--- src/rtl/core/tree_path_max_binary_lifting_core_macros.svh ---
// Assertion macros for the core's RTL files; tpml_ctrl.sv includes them.
// TPML_ASSERT checks a property while the synchronous reset is released.
// TPML_ASSERT_RST checks a property at every clock edge, reset included.
`ifndef TREE_PATH_MAX_BINARY_LIFTING_CORE_MACROS_SVH
`define TREE_PATH_MAX_BINARY_LIFTING_CORE_MACROS_SVH
`ifndef ASSERT_OFF
`define TPML_ASSERT(lbl, clk, rst_n, prop, msg) \
    lbl: assert property (@(posedge clk) disable iff (!(rst_n)) (prop)) else $error(msg);
`define TPML_ASSERT_RST(lbl, clk, prop, msg) \
    lbl: assert property (@(posedge clk) (prop)) else $error(msg);
`else
`define TPML_ASSERT(lbl, clk, rst_n, prop, msg)
`define TPML_ASSERT_RST(lbl, clk, prop, msg)
`endif
`endif

--- src/rtl/core/tpml_pkg.sv ---
package tpml_pkg;

    localparam int NODE_W   = 13;
    localparam int WEIGHT_W = 31;
    localparam int MAX_W    = 32;
    localparam int DEPTH_W  = 13;

    localparam int MAX_NODES_DEF = 8192;
    localparam int LEVELS_DEF    = 14;

    localparam logic KIND_LOAD  = 1'b0;
    localparam logic KIND_QUERY = 1'b1;

    // Path maximum of an empty path, and the weight stored above the root.
    localparam logic signed [MAX_W-1:0] NO_WEIGHT = '1;

    typedef struct packed {
        logic                kind;
        logic [NODE_W-1:0]   node;
        logic [NODE_W-1:0]   parent_node;
        logic [WEIGHT_W-1:0] edge_weight;
        logic [NODE_W-1:0]   other_node;
    } t_in_item;

    typedef struct packed {
        logic signed [MAX_W-1:0] path_max;
        logic [NODE_W-1:0]       common_ancestor;
    } t_out_item;

    // Micro-operations issued by the controller to the datapath.
    typedef enum logic [3:0] {
        DP_NOP,
        DP_CAPTURE,
        DP_REDUCE_Q,
        DP_REDUCE_R,
        DP_ROOT_WR,
        DP_LD_START,
        DP_LD_DEPTH,
        DP_LD_RD,
        DP_LD_WR,
        DP_Q_READ,
        DP_Q_ORDER,
        DP_Q_LIFT_EV,
        DP_Q_DESC_EV,
        DP_Q_FIN_EV,
        DP_OUT_LOAD
    } t_dp_op;

    typedef struct packed {
        logic is_load;
        logic is_root;
        logic same_node;
    } t_dp_stat;

endpackage

--- src/rtl/core/tpml_ctrl.sv ---
`include "tree_path_max_binary_lifting_core_macros.svh"

module tpml_ctrl #(
    parameter int LEVELS = tpml_pkg::LEVELS_DEF,
    localparam int LVL_W = (LEVELS > 1) ? $clog2(LEVELS) : 1
) (
    input  logic               i_clk,
    input  logic               i_rst_n,
    input  logic               i_in_valid,
    output logic               o_in_ready,
    output logic               o_out_valid,
    input  logic               i_out_ready,
    input  tpml_pkg::t_dp_stat i_stat,
    output tpml_pkg::t_dp_op   o_op,
    output logic [LVL_W-1:0]   o_lvl
);

    localparam logic [LVL_W-1:0] LAST_LVL = LVL_W'(LEVELS - 1);

    typedef enum logic [4:0] {
        S_IDLE,
        S_RED_Q,
        S_RED_R,
        S_DISPATCH,
        S_ROOT,
        S_LD_START,
        S_LD_DEPTH,
        S_LD_RD,
        S_LD_WR,
        S_Q_DRD,
        S_Q_ORDER,
        S_Q_LIFT_RD,
        S_Q_LIFT_EV,
        S_Q_EQ,
        S_Q_DESC_RD,
        S_Q_DESC_EV,
        S_Q_FIN_RD,
        S_Q_FIN_EV,
        S_Q_DONE
    } t_state;

    t_state           r_state, n_state;
    logic [LVL_W-1:0] r_lvl, n_lvl;
    logic             r_out_valid, n_out_valid;
    logic [LVL_W-1:0] lvl_inc;

    assign lvl_inc = LVL_W'(r_lvl + 1'b1);

    always_comb begin
        n_state     = r_state;
        n_lvl       = r_lvl;
        n_out_valid = r_out_valid & ~i_out_ready;
        o_op        = tpml_pkg::DP_NOP;
        o_lvl       = r_lvl;
        unique case (r_state)
            S_IDLE: begin
                if (i_in_valid) begin
                    o_op    = tpml_pkg::DP_CAPTURE;
                    n_state = S_RED_Q;
                end
            end
            S_RED_Q: begin
                o_op    = tpml_pkg::DP_REDUCE_Q;
                n_state = S_RED_R;
            end
            S_RED_R: begin
                o_op    = tpml_pkg::DP_REDUCE_R;
                n_state = S_DISPATCH;
            end
            S_DISPATCH: begin
                n_lvl = '0;
                if (!i_stat.is_load) begin
                    n_state = S_Q_DRD;
                end else if (i_stat.is_root) begin
                    n_state = S_ROOT;
                end else begin
                    n_state = S_LD_START;
                end
            end
            S_ROOT: begin
                o_op = tpml_pkg::DP_ROOT_WR;
                if (r_lvl == LAST_LVL) begin
                    n_state = S_IDLE;
                end else begin
                    n_lvl = lvl_inc;
                end
            end
            S_LD_START: begin
                o_op    = tpml_pkg::DP_LD_START;
                n_state = S_LD_DEPTH;
            end
            S_LD_DEPTH: begin
                o_op = tpml_pkg::DP_LD_DEPTH;
                if (LEVELS == 1) begin
                    n_state = S_IDLE;
                end else begin
                    n_state = S_LD_RD;
                end
            end
            S_LD_RD: begin
                o_op    = tpml_pkg::DP_LD_RD;
                n_state = S_LD_WR;
            end
            S_LD_WR: begin
                o_op  = tpml_pkg::DP_LD_WR;
                o_lvl = lvl_inc;
                if (lvl_inc == LAST_LVL) begin
                    n_state = S_IDLE;
                end else begin
                    n_lvl   = lvl_inc;
                    n_state = S_LD_RD;
                end
            end
            S_Q_DRD: begin
                o_op    = tpml_pkg::DP_Q_READ;
                n_state = S_Q_ORDER;
            end
            S_Q_ORDER: begin
                o_op    = tpml_pkg::DP_Q_ORDER;
                n_state = S_Q_LIFT_RD;
            end
            S_Q_LIFT_RD: begin
                o_op    = tpml_pkg::DP_Q_READ;
                n_state = S_Q_LIFT_EV;
            end
            S_Q_LIFT_EV: begin
                o_op = tpml_pkg::DP_Q_LIFT_EV;
                if (r_lvl == LAST_LVL) begin
                    n_state = S_Q_EQ;
                end else begin
                    n_lvl   = lvl_inc;
                    n_state = S_Q_LIFT_RD;
                end
            end
            S_Q_EQ: begin
                if (i_stat.same_node) begin
                    n_state = S_Q_DONE;
                end else begin
                    n_lvl   = LAST_LVL;
                    n_state = S_Q_DESC_RD;
                end
            end
            S_Q_DESC_RD: begin
                o_op    = tpml_pkg::DP_Q_READ;
                n_state = S_Q_DESC_EV;
            end
            S_Q_DESC_EV: begin
                o_op = tpml_pkg::DP_Q_DESC_EV;
                if (r_lvl == '0) begin
                    n_state = S_Q_FIN_RD;
                end else begin
                    n_lvl   = LVL_W'(r_lvl - 1'b1);
                    n_state = S_Q_DESC_RD;
                end
            end
            S_Q_FIN_RD: begin
                o_op    = tpml_pkg::DP_Q_READ;
                o_lvl   = '0;
                n_state = S_Q_FIN_EV;
            end
            S_Q_FIN_EV: begin
                o_op    = tpml_pkg::DP_Q_FIN_EV;
                n_state = S_Q_DONE;
            end
            S_Q_DONE: begin
                if (!r_out_valid || i_out_ready) begin
                    o_op        = tpml_pkg::DP_OUT_LOAD;
                    n_out_valid = 1'b1;
                    n_state     = S_IDLE;
                end
            end
            default: begin
                n_state = S_IDLE;
            end
        endcase
    end

    always_ff @(posedge i_clk) begin
        if (!i_rst_n) begin
            r_state     <= S_IDLE;
            r_lvl       <= '0;
            r_out_valid <= 1'b0;
        end else begin
            r_state     <= n_state;
            r_lvl       <= n_lvl;
            r_out_valid <= n_out_valid;
        end
    end

    assign o_in_ready  = (r_state == S_IDLE);
    assign o_out_valid = r_out_valid;

    `TPML_ASSERT(a_accept_then_busy, i_clk, i_rst_n, (i_in_valid && o_in_ready) |=> !o_in_ready, "ready stayed high after an item was accepted")
    `TPML_ASSERT(a_level_in_range, i_clk, i_rst_n, r_lvl <= LAST_LVL, "level counter beyond the last level")
    `TPML_ASSERT(a_result_from_query, i_clk, i_rst_n, $rose(r_out_valid) |-> ($past(r_state) == S_Q_DONE), "result raised outside the end of a query")
    `TPML_ASSERT_RST(a_reset_idle, i_clk, !i_rst_n |=> (r_state == S_IDLE && !r_out_valid), "reset did not leave the controller idle and empty")

endmodule

--- config.mk ---
export PLATFORM = sky130hd
export DESIGN_NAME = tpml_ctrl
export DESIGN_NICKNAME = d
export VERILOG_FILES = /design/src/rtl/core/tpml_pkg.sv /design/src/rtl/core/tpml_ctrl.sv
export VERILOG_INCLUDE_DIRS = /design/src /design/src/rtl/core
export SDC_FILE = /design/constraint.sdc
export NUM_CORES = 1
export LEC_CHECK = 0
export ABC_CLOCK_PERIOD_IN_PS = 4300
export BUFFER_PORTS_ARGS = -buffer_cell sky130_fd_sc_hd__buf_4
export CAP_MARGIN = 10
export CORE_ASPECT_RATIO = 1.25
export CORE_MARGIN = 1
export CORE_UTILIZATION = 60
export CTS_BUF_LIST = sky130_fd_sc_hd__clkbuf_16
export DETAILED_ROUTE_END_ITERATION = 16
export PLACE_DENSITY = 0.84
export SKIP_CTS_REPAIR_TIMING = 1
export SYNTH_ARGS = -nofsm -noshare
export SYNTH_HDL_FRONTEND = slang
export SYNTH_SLANG_ARGS = --single-unit
--- constraint.sdc ---
create_clock -name i_clk -period 4.3 [get_ports i_clk]
set_input_delay 0.43 -clock i_clk [delete_from_list [all_inputs] [get_ports i_clk]]
set_output_delay 0.43 -clock i_clk [all_outputs]
set_load 0.02 [all_outputs]
# Word-level counts from Yosys, hierarchy flattened
# Cells that the tools add are included.
# totals
register_bits	10
latchBits	0
mem_bits_rw	0
mem_bits_ro	0
out_inout_bits	10
word_cells	64
memories	0
# op_classes
addsub	2
n_mul	0
n_div	0
magnitude_cmp	0
eq_ne	27
shifts	0
mux	21
bitwise	2
reduce_logical	9
# op_table
cell	count
5-bit one-hot mux with 19 select lines	1
4-bit one-hot mux with 14 select lines	1
5-bit by 4-bit == test with 1-bit output (second input constant)	8
5-bit 2-to-1 mux	5
4-bit 2-to-1 mux	6
5-bit by 3-bit == test with 1-bit output (second input constant)	4
4-bit one-hot mux with 5 select lines	1
5-bit == test (second input constant)	3
2-bit inequality test (second input constant)	7
5-bit by 2-bit == test with 1-bit output (second input constant)	2
4-bit == test (second input constant)	2
4-bit one-hot mux with 2 select lines	1
3-bit 2-to-1 mux	2
5-bit by 1-bit == test with 1-bit output (second input constant)	1
5-bit zero test	1
5-bit AND reduction	1
5-bit nonzero test	1
4-bit by 1-bit adder with 4-bit output (second input constant)	1
4-bit zero test	1
1-bit 2-to-1 mux	4
4-bit OR reduction	1
4-bit by 1-bit subtractor with 4-bit output (second input constant)	1
3-bit AND reduction	1
2-bit OR reduction	1
other kinds (4)	4

# Depth between registers and ports, before layout
# Gate-level depths: netlist (run 1).
# depth
word_depth	4
mapped_depth	8

# Worst setup path after synthesis (run 1)
# OpenSTA, ideal clock, no wires.
# synth_timing
kind	register to output
start	register r_state[3]
end	output o_op[1]
t_arrival_ns	1.760
slack_ns	2.110
stages_incl_launch_ff	8
path_buffers	3
cell_sequence	dfxtp_1 > clkbuf_1 > clkbuf_1 > clkbuf_1 > nand3b_1 > a21oi_1 > a21oi_1 > o2bb2ai_1
# synth_between
elab_chain_cells	3
elab_cells_between_ends	19
# synth_rtl
element	line_no	rtl
start, declared	tpml_ctrl.sv:42	t_state r_state, n_state;
start signal, assigned	tpml_ctrl.sv:184	r_state <= n_state;
5-bit == test or 5-bit by 4-bit == test with 1-bit output (tied branches)	tpml_ctrl.sv:55	unique case (r_state)
4-bit OR reduction (no line)	n/a	
4-bit one-hot mux with 14 select lines (*)	tpml_ctrl.sv:55	
end, declared	tpml_ctrl.sv:14	output tpml_pkg::t_dp_op o_op,
# Mark *: on every way between the ends. The rest lies on a longest branch, timed or not.

# Worst setup path after layout (run 1)
# layout_timing
start	register r_state[3]
end	output o_lvl[2]
# layout_between
elab_chain_cells	2
elab_cells_between_ends	3
# layout_rtl
element	line_no	rtl
5-bit == test or 5-bit by 4-bit == test with 1-bit output (tied branches)	tpml_ctrl.sv:55	
4-bit one-hot mux with 2 select lines (*)	tpml_ctrl.sv:55	
end, declared	tpml_ctrl.sv:15	output logic [LVL_W-1:0] o_lvl
# Marks and branches as above.

==> qor.csv, run 1 <==
metric,value,unit
cap_viol_max_count,0,
layout_min_cycle_time,2.55,ns
final_antenna_net_count,0,
nFillCells,177,
placer_congestion_estimate,0.935,
mappedNetlistArea,1280,um2
yosys_warnings,0,
clockBufferDepth,2,
status,"finished, final reports clean",
grt_max_degree,30,
fp.dieArea,2320,um2
postRouteWirelength,3.16,mm
multiInputGateArea,946,um2
floorplan.core_area,1980,um2
worst_setup_hold_path_clk_slew,0.04,ns
synthesis.instances,187,
vias,1403,
worst_hold_startpoint,i_rst_n,
antenna_violations_before_repair,0,
clock_sink_count,10,
min_to,r_state[3],
htree_levels,1,
clk_latency,0.23,ns
synth_seq_area_share,0.157,
final.setup.tns,0,ns
seq_power_share,0.254,
floorplan.die.width,43.3,um
placed_cells,203,
rsz0062_at_grt,false,
worstHoldPathType,input port to flip-flop,
synth_area_per_cell,6.83,um2
die_y,53.6,um
power_frac_comb,0.503,
cts_tree,done,
layout.area.seq,200,um2
slew_headroom,0.382,
tightestPinTransition,0.926,ns
power,0.662,mW
post_drt_via_cell_ratio,6.78,
clockRootBuffer,sky130_fd_sc_hd__clkbuf_16,
holdWs,0.509,ns
detailedPlacementHpwl,2.21,mm
worst-setup-path-type,flip-flop to primary output,
finalSetupViolCount,0,
edff_count_synth,0,
final-instance-count-excl-fill,207,
post-route-period-util,0.594,
net_switching_fraction_of_the_power,0.442,
final-hold-violation-count,0,
port_buffer_count,16,
async_sr_flop_fraction,0,
worst_reg2reg_path_length_in_cells,5,
r2r_setup_slack,1.89,ns
design.portCount,17,
synth_cell_type_count,53,
r2r-start,r_state[4],
critical_path.startpoint_type,flip-flop,
wire_per_inst,15.3,um
cts_inserted_buffers,3,
ir_drop,598,uV
grt_pass1_vias,1197,
final_net_count,199,
crit_path_max_fanout,28,
drcViolationCount,0,
postSynthRegisterBits,10,
initial_core_utilization,0.645,
final.setup_skew,0.00152,ns
row_count,18,
leakage,0.536,nW
worstPathArrival,2.12,ns
overflow,0,
timing.critical_path.to_type,primary output,
timing.fmax,0.392,GHz
internal_power,0.369,mW
crit-reg2reg-capture,r_lvl[3],
drtIter0Drc,46,
firstDrtPassIters,6,
slew_violations,0,
wire_length_of_the_first_global_routing_pass,5.22,mm
drive_gt1_frac,0.128,
min_delay_path_depth,2,
share_clk_of_total_power,0.243,
postSynth.topFlopCell,sky130_fd_sc_hd__dfxtp_1,
diodes,0,
syn_nets,198,
switching_power,0.292,mW
area.growth.synth_to_final,9.89,%
critical_path_required,3.87,ns
power_per_cell_area,471,nW/um2
groute.usage.overall,0.287,
## cells in the final DEF, fill, tap and decap left out, drive strengths merged, types with 2 or more instances in the layout
cell,synthesis,final
a21o,3,3
a21oi,15,15
a22o,2,2
a31oi,2,2
a32o,2,2
and3,2,2
buf,7,16
clkbuf,13,3
dfxtp,10,10
ha,4,4
inv,9,9
mux2i,6,6
nand2,18,18
nand2b,8,8
nand3,4,4
nor2,14,14
nor2b,3,3
nor3,6,6
nor3b,2,2
o211ai,2,2
o21a,3,3
o21ai,17,17
o22ai,8,8
o31a,3,3
or2,2,2
or3,3,3
## cell usage after synthesis (2+ instances only)
cell type | count | area, um2
sky130_fd_sc_hd__o22ai_1 | 8 | 50.1
sky130_fd_sc_hd__nand2b_1 | 8 | 50.1
sky130_fd_sc_hd__buf_6 | 2 | 22.5
sky130_fd_sc_hd__a32o_1 | 2 | 20.0
sky130_fd_sc_hd__nor2_1 | 13 | 48.8
sky130_fd_sc_hd__o21a_1 | 3 | 22.5
sky130_fd_sc_hd__inv_1 | 8 | 30.0
sky130_fd_sc_hd__nand3_1 | 4 | 20.0
sky130_fd_sc_hd__a31oi_1 | 2 | 12.5
sky130_fd_sc_hd__a21o_1 | 3 | 22.5
sky130_fd_sc_hd__or3_1 | 3 | 18.8
sky130_fd_sc_hd__buf_2 | 3 | 15.0
sky130_fd_sc_hd__dfxtp_1 | 10 | 200
sky130_fd_sc_hd__nor3_1 | 6 | 30.0
sky130_fd_sc_hd__a22o_1 | 2 | 17.5
sky130_fd_sc_hd__nand2_1 | 18 | 67.6
sky130_fd_sc_hd__clkbuf_1 | 13 | 48.8
sky130_fd_sc_hd__ha_1 | 4 | 50.1
sky130_fd_sc_hd__nor2b_1 | 3 | 18.8
sky130_fd_sc_hd__o31a_1 | 3 | 26.3
sky130_fd_sc_hd__o21ai_0 | 16 | 80.1
sky130_fd_sc_hd__o211ai_1 | 2 | 15.0
sky130_fd_sc_hd__a21oi_1 | 15 | 75.1
sky130_fd_sc_hd__mux2i_1 | 6 | 60.1
sky130_fd_sc_hd__nor3b_1 | 2 | 15.0
## logic make-up after synthesis
family	count (synthesis)	share of synthesized area
buf+inv	29	0.103
flops	10	0.157
simple gates	69	0.292
xor+xnor	1	0.00686
compound gates	68	0.356
fa+ha+maj	4	0.0392
mux	6	0.0470
## worst max-delay path by stage
| stage | start | to | slack (ns) | depth (start not counted) |
|---|---|---|---|---|
| after CTS | r_state[1] | o_op[2] | 1.78 | 5 |
| after floorplan | r_state[3] | o_op[1] | 2.11 | 7 |
| after global routing | r_state[1] | o_op[2] | 1.60 | 5 |
| after global placement | r_state[4] | r_lvl[3] | 2.04 | 5 |
| final | r_state[3] | o_lvl[2] | 1.75 | 5 |
| after detailed placement | r_state[4] | r_lvl[3] | 1.96 | 5 |
## stage by stage
stage	utilization	cell area, um2	worst slack [ns]
final	0.708	1400	1.75
after global routing	0.708	1400	1.60
after CTS	0.708	1400	1.78
after detailed placement	0.669	1330	1.96
after global placement	0.669	1330	2.04
after floorplan	-	1280	2.11
## worst max-delay path, cell delays in order, from the launching register on
cell and delay (ns):
sky130_fd_sc_hd__dfxtp_1 0.89, sky130_fd_sc_hd__inv_2 0.26, sky130_fd_sc_hd__nor4_1 0.35, sky130_fd_sc_hd__a21oi_1 0.06
sky130_fd_sc_hd__o21ai_0 0.15, sky130_fd_sc_hd__buf_4 0.17
## state kept, by name (all words and copies together) (netlist names)
signal / flops
o_out_valid: 1
r_lvl: 4
r_state: 5
## power by group through the flow
stage | logic (mW) | registers [mW] | clock network, mW
2_1_floorplan | 0.312 | 0.113 | 0
5_1_grt | 0.370 | 0.173 | 0.170
4_1_cts | 0.330 | 0.165 | 0.163
3_5_place_dp | 0.329 | 0.167 | 0
6_report | 0.333 | 0.168 | 0.161
3_3_place_gp | 0.319 | 0.164 | 0
## area by class of cell
cell class / count / area share
tap: 20 / 0.0178
sequential: 10 / 0.143
timing repair buffer: 16 / 0.0856
inverter: 9 / 0.0241
clock buffer: 3 / 0.0535
multi-input combinational: 148 / 0.674
clock inverter: 1 / 0.00267
## layer usage
metal  GRT usage  part of all wire  vias to the layer above
met3      0.0638             0.071                        6
met5           0                 0                        -
met1       0.352              0.40                      651
met4      0.0455             0.015                        0
li1            -                 -                      684
met2       0.520              0.51                       62
Power figures use the tool's default switching activity.
==> inputs of run 2 (changes only) <==
Settings changed: ABC_AREA set to 1, ABC_CLOCK_PERIOD_IN_PS 4300 to 2300, CORE_UTILIZATION 60 to 51, PLACE_DENSITY 0.84 to 0.76.
Clock period 4.3 ns to 2.3 ns, I/O delays scaled along.
==> run 2 against run 1 <==
  * Via count grew 7.7%
  * Utilization shrank 4.2 points
  * Register-to-register slack lost 1.3 ns
  * Synthesized area shrank 11%
  * Largest cell class unchanged
  * Global-route usage grew 6.1 points
  * Critical path depth grew 3
  * Hold slack lost 0.27 ns
  * Sequential share of layout area grew 0.41 points
  * Die area grew 4.8%
  * Flip-flop and latch count is the same
==> qor.csv, run 2 <==
metric,value,unit
placed_cells,261,
postSynth.topFlopCell,sky130_fd_sc_hd__dfxtp_1,
final_antenna_net_count,0,
drtIter0Drc,70,
drive_gt1_frac,0.124,
cp_slowest_stage_delay,0.38,ns
floorplan.core_area,2050,um2
clockBufferDepth,2,
timing.critical_path.to_type,primary output,
leakage,0.719,nW
wire_length_of_the_first_global_routing_pass,5.95,mm
worst_setup_hold_path_clk_slew,0.04,ns
die_y,54.9,um
floorplan.die.width,44.3,um
synth_commonest_cells,"sky130_fd_sc_hd__nand2_1 (53), sky130_fd_sc_hd__nor2_1 (44), sky130_fd_sc_hd__inv_1 (33), sky130_fd_sc_hd__nand3_1 (31), sky130_fd_sc_hd__dfxtp_1 (10)",
vias,1511,
detailroute.wirelength.met3,253,um
antenna_violations_before_repair,0,
utilization,0.666,
synth_top_cell_area_share,0.176,
status,"finished, final reports clean",
htree_levels,1,
postRouteWirelength,3.70,mm
mappedNetlistArea,1140,um2
critical_path.startpoint_type,flip-flop,
worst-setup-path-type,flip-flop to primary output,
placer_congestion_estimate,0.997,
cap_viol_max_count,0,
tightestPinTransition,0.451,ns
synth_seq_area_share,0.176,
async_sr_flop_fraction,0,
synth_area_per_cell,5.28,um2
worstPathArrival,1.89,ns
synth_most_common_cell,sky130_fd_sc_hd__nand2_1,
syn_nets,227,
final.setup_skew,0.00334,ns
top_layer_used,met4,
synthesis.instances,216,
crit_start,r_state[2],
largest-register,r_state,
crit_path_max_fanout,7,
r2r_setup_slack,0.58,ns
final-instance-count-excl-fill,264,
crit_slowest_cell,sky130_fd_sc_hd__dfxtp_1,
detailedPlacementHpwl,2.86,mm
critical_path_required,2.07,ns
dp_worst_slack,0.509,ns
cts_inserted_buffers,3,
overflow,0,
design.portCount,17,
final-hold-violation-count,0,
worstHoldPathType,input port to flip-flop,
finalSetupViolCount,0,
cell_accounting_for_the_most_synthesized_area,sky130_fd_sc_hd__dfxtp_1,
area.growth.synth_to_final,19.8,%
most-common-layout-cells,"sky130_fd_sc_hd__nand2_1 (53), sky130_fd_sc_hd__nor2_1 (44), sky130_fd_sc_hd__inv_1 (33)",
timing.fmax,0.473,GHz
groute.usage.overall,0.348,
nFillCells,195,
post_drt_via_cell_ratio,5.72,
initial_core_utilization,0.556,
layout_min_cycle_time,2.12,ns
worst_hold_startpoint,i_rst_n,
port_buffer_count,16,
clk_latency,0.24,ns
fp.dieArea,2430,um2
drcViolationCount,0,
synth_top_cells_by_area,"sky130_fd_sc_hd__dfxtp_1 (18%), sky130_fd_sc_hd__nand2_1 (17%), sky130_fd_sc_hd__nor2_1 (14%)",
final.setup.tns,0,ns
edff_count_synth,0,
yosys_warnings,0,
mostFrequentLayoutCell,sky130_fd_sc_hd__nand2_1,
grt_pass1_vias,1384,
r2r-start,r_state[2],
row_count,18,
slew_violations,0,
diodes,0,
wire_per_inst,14.0,um
post-route-period-util,0.920,
met2RoutedLength,1.89,mm
synth_cell_type_count,20,
cts_tree,done,
final_critical_path_setup_slack,0.185,ns
wl_met1,1.29,mm
rsz0062_at_grt,false,
final_net_count,247,
ir_drop,776,uV
firstDrtPassIters,4,
largest_register_ff_count,5,
clockRootBuffer,sky130_fd_sc_hd__clkbuf_16,
postSynthRegisterBits,10,
clock_sink_count,10,
grt_max_degree,13,
slew_headroom,0.698,
timing.critical_path.cells,"nor2_2, nand2_1, nor2_2, nand2_1, o21ai_0, nor3_1, nand3_1, buf_4",
power_per_cell_area,1080,nW/um2
-- run 2: cell count changes after synthesis, moves of 13 or more --
| cell | delta |
|---|---|
| sky130_fd_sc_hd__clkbuf_1 | -13 |
| sky130_fd_sc_hd__nand2_1 | +35 |
| sky130_fd_sc_hd__inv_1 | +25 |
| sky130_fd_sc_hd__nor2_1 | +31 |
| sky130_fd_sc_hd__nand3_1 | +27 |
-- run 2: kinds of logic after synthesis --
| family | count (synthesis) | synth area share |
|---|---|---|
| buffers and inverters | 36 | 0.122 |
| adders and majority gates | 4 | 0.0439 |
| and+or+nand+nor | 148 | 0.577 |
| AOI/OAI and AO/OA | 18 | 0.0812 |
| DFF | 10 | 0.176 |
-- run 2: worst paths after layout --
kind | endpoint | cells after the start
max | o_op[3] | 8
min | r_state[1] | 3
max reg2reg | r_state[0] | 8
min reg2reg | o_out_valid | 2
-- run 2: area by class of cell --
type | instances | area, um2 | share of cell area
Sequential cell | 10 | 200 | 0.147
Timing Repair Buffer | 16 | 120 | 0.0880
Clock buffer | 3 | 75.1 | 0.0550
Multi-Input combinational cell | 170 | 801 | 0.587
Inverter | 35 | 131 | 0.0962
Tap cell | 30 | 37.5 | 0.0275
-- run 2: per-layer routing --
layer | GRT usage | up-vias
li1 | - | 732
met1 | 0.335 | 665
met2 | 0.630 | 85
met3 | 0.0660 | 29
met4 | 0.303 | 0
met5 | 0 | -
-- run 2: power breakdown --
part           leakage, nW  total [mW]  switching [mW]  internal [mW]
combinational        0.601       0.865           0.561          0.303
sequential          0.0813       0.295          0.0758          0.219
clock               0.0370       0.316          0.0898          0.226
-- run 2: critical path: cells and delay by family, from the launching register on --
family / cells / cell delay, ns
and+or+nand+nor: 6 / 0.99
DFF: 1 / 0.38
buffers and inverters: 1 / 0.14
AOI/OAI and AO/OA: 1 / 0.13
-- run 2: stage by stage --
step / power [mW] / hold slack, ns / instance area, um2
2_1_floorplan: 0.882 / 0.328 / 1140
3_3_place_gp: 1.13 / 0.484 / 1290
3_5_place_dp: 1.14 / 0.488 / 1290
4_1_cts: 1.46 / 0.240 / 1370
5_1_grt: 1.59 / 0.260 / 1370
6_report: 1.48 / 0.238 / 1370
==> inputs of run 3 (changes only) <==
Settings changed: BUFFER_PORTS_ARGS -buffer_cell sky130_fd_sc_hd__buf_4 to not set, CORE_UTILIZATION 51 to 56, DONT_BUFFER_PORTS set to 1, PLACE_DENSITY 0.76 to 0.75.
==> run 3 against run 2 <==
  * Global-route usage down 1.9 points
  * Utilization up 2.1 points
  * Wire length down 8.3%
  * Largest power group unchanged
  * Count of clock-buffer cells in the layout unchanged
  * Via count down 7.2%
  * Non-clock buffer count down 13
  * Power down 6.2%
  * Critical endpoint unchanged
  * Clock power up 1%
  * Fmax up 1.9%
  * Combinational power down 11%
  * Sequential share of layout area up 1.3 points
  * Largest cell class unchanged
==> qor.csv, run 3 (synthesized netlist as in run 2, its figures left out) <==
metric,value,unit
r2r-start,r_state[4],
layout_min_cycle_time,2.08,ns
antenna_violations_before_repair,0,
final_net_count,234,
overflow,0,
final-hold-violation-count,0,
min_delay_path_depth,2,
floorplan.die.width,42.4,um
clockBufferDepth,2,
clockRootBuffer,sky130_fd_sc_hd__clkbuf_16,
final.setup_skew,0.00434,ns
timing.critical_path.to_type,primary output,
tightestPinTransition,0.460,ns
most-common-layout-cells,"sky130_fd_sc_hd__nand2_1 (53), sky130_fd_sc_hd__nor2_1 (44), sky130_fd_sc_hd__inv_1 (33)",
power_per_cell_area,1100,nW/um2
vias,1402,
drive_gt1_frac,0.0721,
placer_congestion_estimate,1.07,
ir_drop,656,uV
firstDrtPassIters,4,
groute.usage.overall,0.329,
design.portCount,17,
worst_reg2reg_path_length_in_cells,9,
postRouteWirelength,3.39,mm
net_switching_fraction_of_the_power,0.509,
switching_power,0.704,mW
worst-setup-path-type,flip-flop to primary output,
critical_path_required,2.07,ns
die_y,52.4,um
layout.area.seq,200,um2
r2r_setup_slack,0.59,ns
nFillCells,157,
critical_path.startpoint_type,flip-flop,
crit_path_max_fanout,7,
share_clk_of_total_power,0.231,
slew_violations,0,
largest-register,r_state,
port_buffer_count,0,
htree_levels,1,
initial_core_utilization,0.623,
row_count,17,
fp.dieArea,2220,um2
diodes,0,
worst_hold_startpoint,i_rst_n,
detailedPlacementHpwl,2.65,mm
final_antenna_net_count,0,
seq_power_share,0.213,
wire_per_inst,14.1,um
wire_length_of_the_first_global_routing_pass,5.58,mm
cts_inserted_buffers,3,
mostFrequentLayoutCell,sky130_fd_sc_hd__nand2_1,
rsz0062_at_grt,false,
timing.fmax,0.482,GHz
clk_latency,0.24,ns
slew_headroom,0.698,
power,1.38,mW
leakage,0.656,nW
post_drt_via_cell_ratio,5.82,
drcViolationCount,0,
final.setup.tns,0,ns
grt_max_degree,13,
worstPathArrival,1.85,ns
clock_sink_count,10,
internal_power,0.679,mW
multiInputGateArea,801,um2
min_to,r_state[1],
cap_viol_max_count,0,
post-route-period-util,0.903,
worst_setup_hold_path_clk_slew,0.04,ns
drtIter0Drc,87,
status,"finished, final reports clean",
worstHoldPathType,input port to flip-flop,
finalSetupViolCount,0,
grt_pass1_vias,1310,
largest_register_ff_count,5,
floorplan.core_area,1830,um2
power_frac_comb,0.556,
crit-reg2reg-capture,r_lvl[1],
cts_tree,done,
area.growth.synth_to_final,10.3,%
==> run 3: layout make-up <==
| class | instances | area share |
|---|---|---|
| Sequential cell | 10 | 0.159 |
| Inverter | 35 | 0.104 |
| Tap cell | 19 | 0.0189 |
| Clock buffer | 3 | 0.0597 |
| Clock inverter | 1 | 0.00299 |
| Timing Repair Buffer | 3 | 0.0179 |
| Multi-Input combinational cell | 170 | 0.637 |
==> run 3: through the flow <==
stage / hold slack, ns / worst slack (ns) / cell area, um2 / util / instances
after floorplan: 0.328 / 0.719 / 1140 / - / 216
after global placement: 0.335 / 0.485 / 1180 / 0.644 / 237
after detailed placement: 0.345 / 0.504 / 1180 / 0.644 / 237
after CTS: 0.104 / 0.247 / 1260 / 0.687 / 241
after global routing: 0.115 / 0.0917 / 1260 / 0.687 / 241
final: 0.0983 / 0.224 / 1260 / 0.687 / 241
==> run 3: power by group through the flow <==
| stage | clock, mW | sequential, mW | combinational [mW] |
|---|---|---|---|
| CTS | 0.315 | 0.291 | 0.761 |
| finish | 0.320 | 0.294 | 0.770 |
| global route | 0.325 | 0.302 | 0.863 |
| detailed placement | 0 | 0.294 | 0.756 |
| floorplan | 0 | 0.274 | 0.607 |
| global placement | 0 | 0.290 | 0.756 |
==> run 3: critical path, cell delays in order (launching register included) <==
cell                      delay (ns)
sky130_fd_sc_hd__dfxtp_1        0.50
sky130_fd_sc_hd__nor2_2         0.14
sky130_fd_sc_hd__nand2_1        0.16
sky130_fd_sc_hd__inv_1          0.08
sky130_fd_sc_hd__nand2_1        0.10
sky130_fd_sc_hd__and2_1         0.18
sky130_fd_sc_hd__nand2_1        0.06
sky130_fd_sc_hd__nor3_1         0.15
sky130_fd_sc_hd__nand3_1        0.23
==> run 3: worst max path at each step <==
stage                           from        to  slack (ns)
final                     r_state[2]   o_op[3]        0.22
after CTS                 r_state[4]   o_op[0]        0.25
after detailed placement  r_state[4]   o_op[0]        0.50
after floorplan           r_state[2]  o_lvl[0]        0.72
after global routing      r_state[4]   o_op[0]        0.09
after global placement    r_state[4]   o_op[0]        0.48
==> run 3: per-layer routing <==
metal  part of all wire  global-route usage  wire length (um)  up-vias
met4              0.050               0.188               169        0
met5                  0                   0                 0        -
li1                   -                   -                 -      700
met3              0.081              0.0690               274       19
met1               0.39               0.365              1310      596
met2               0.48               0.577              1630       87
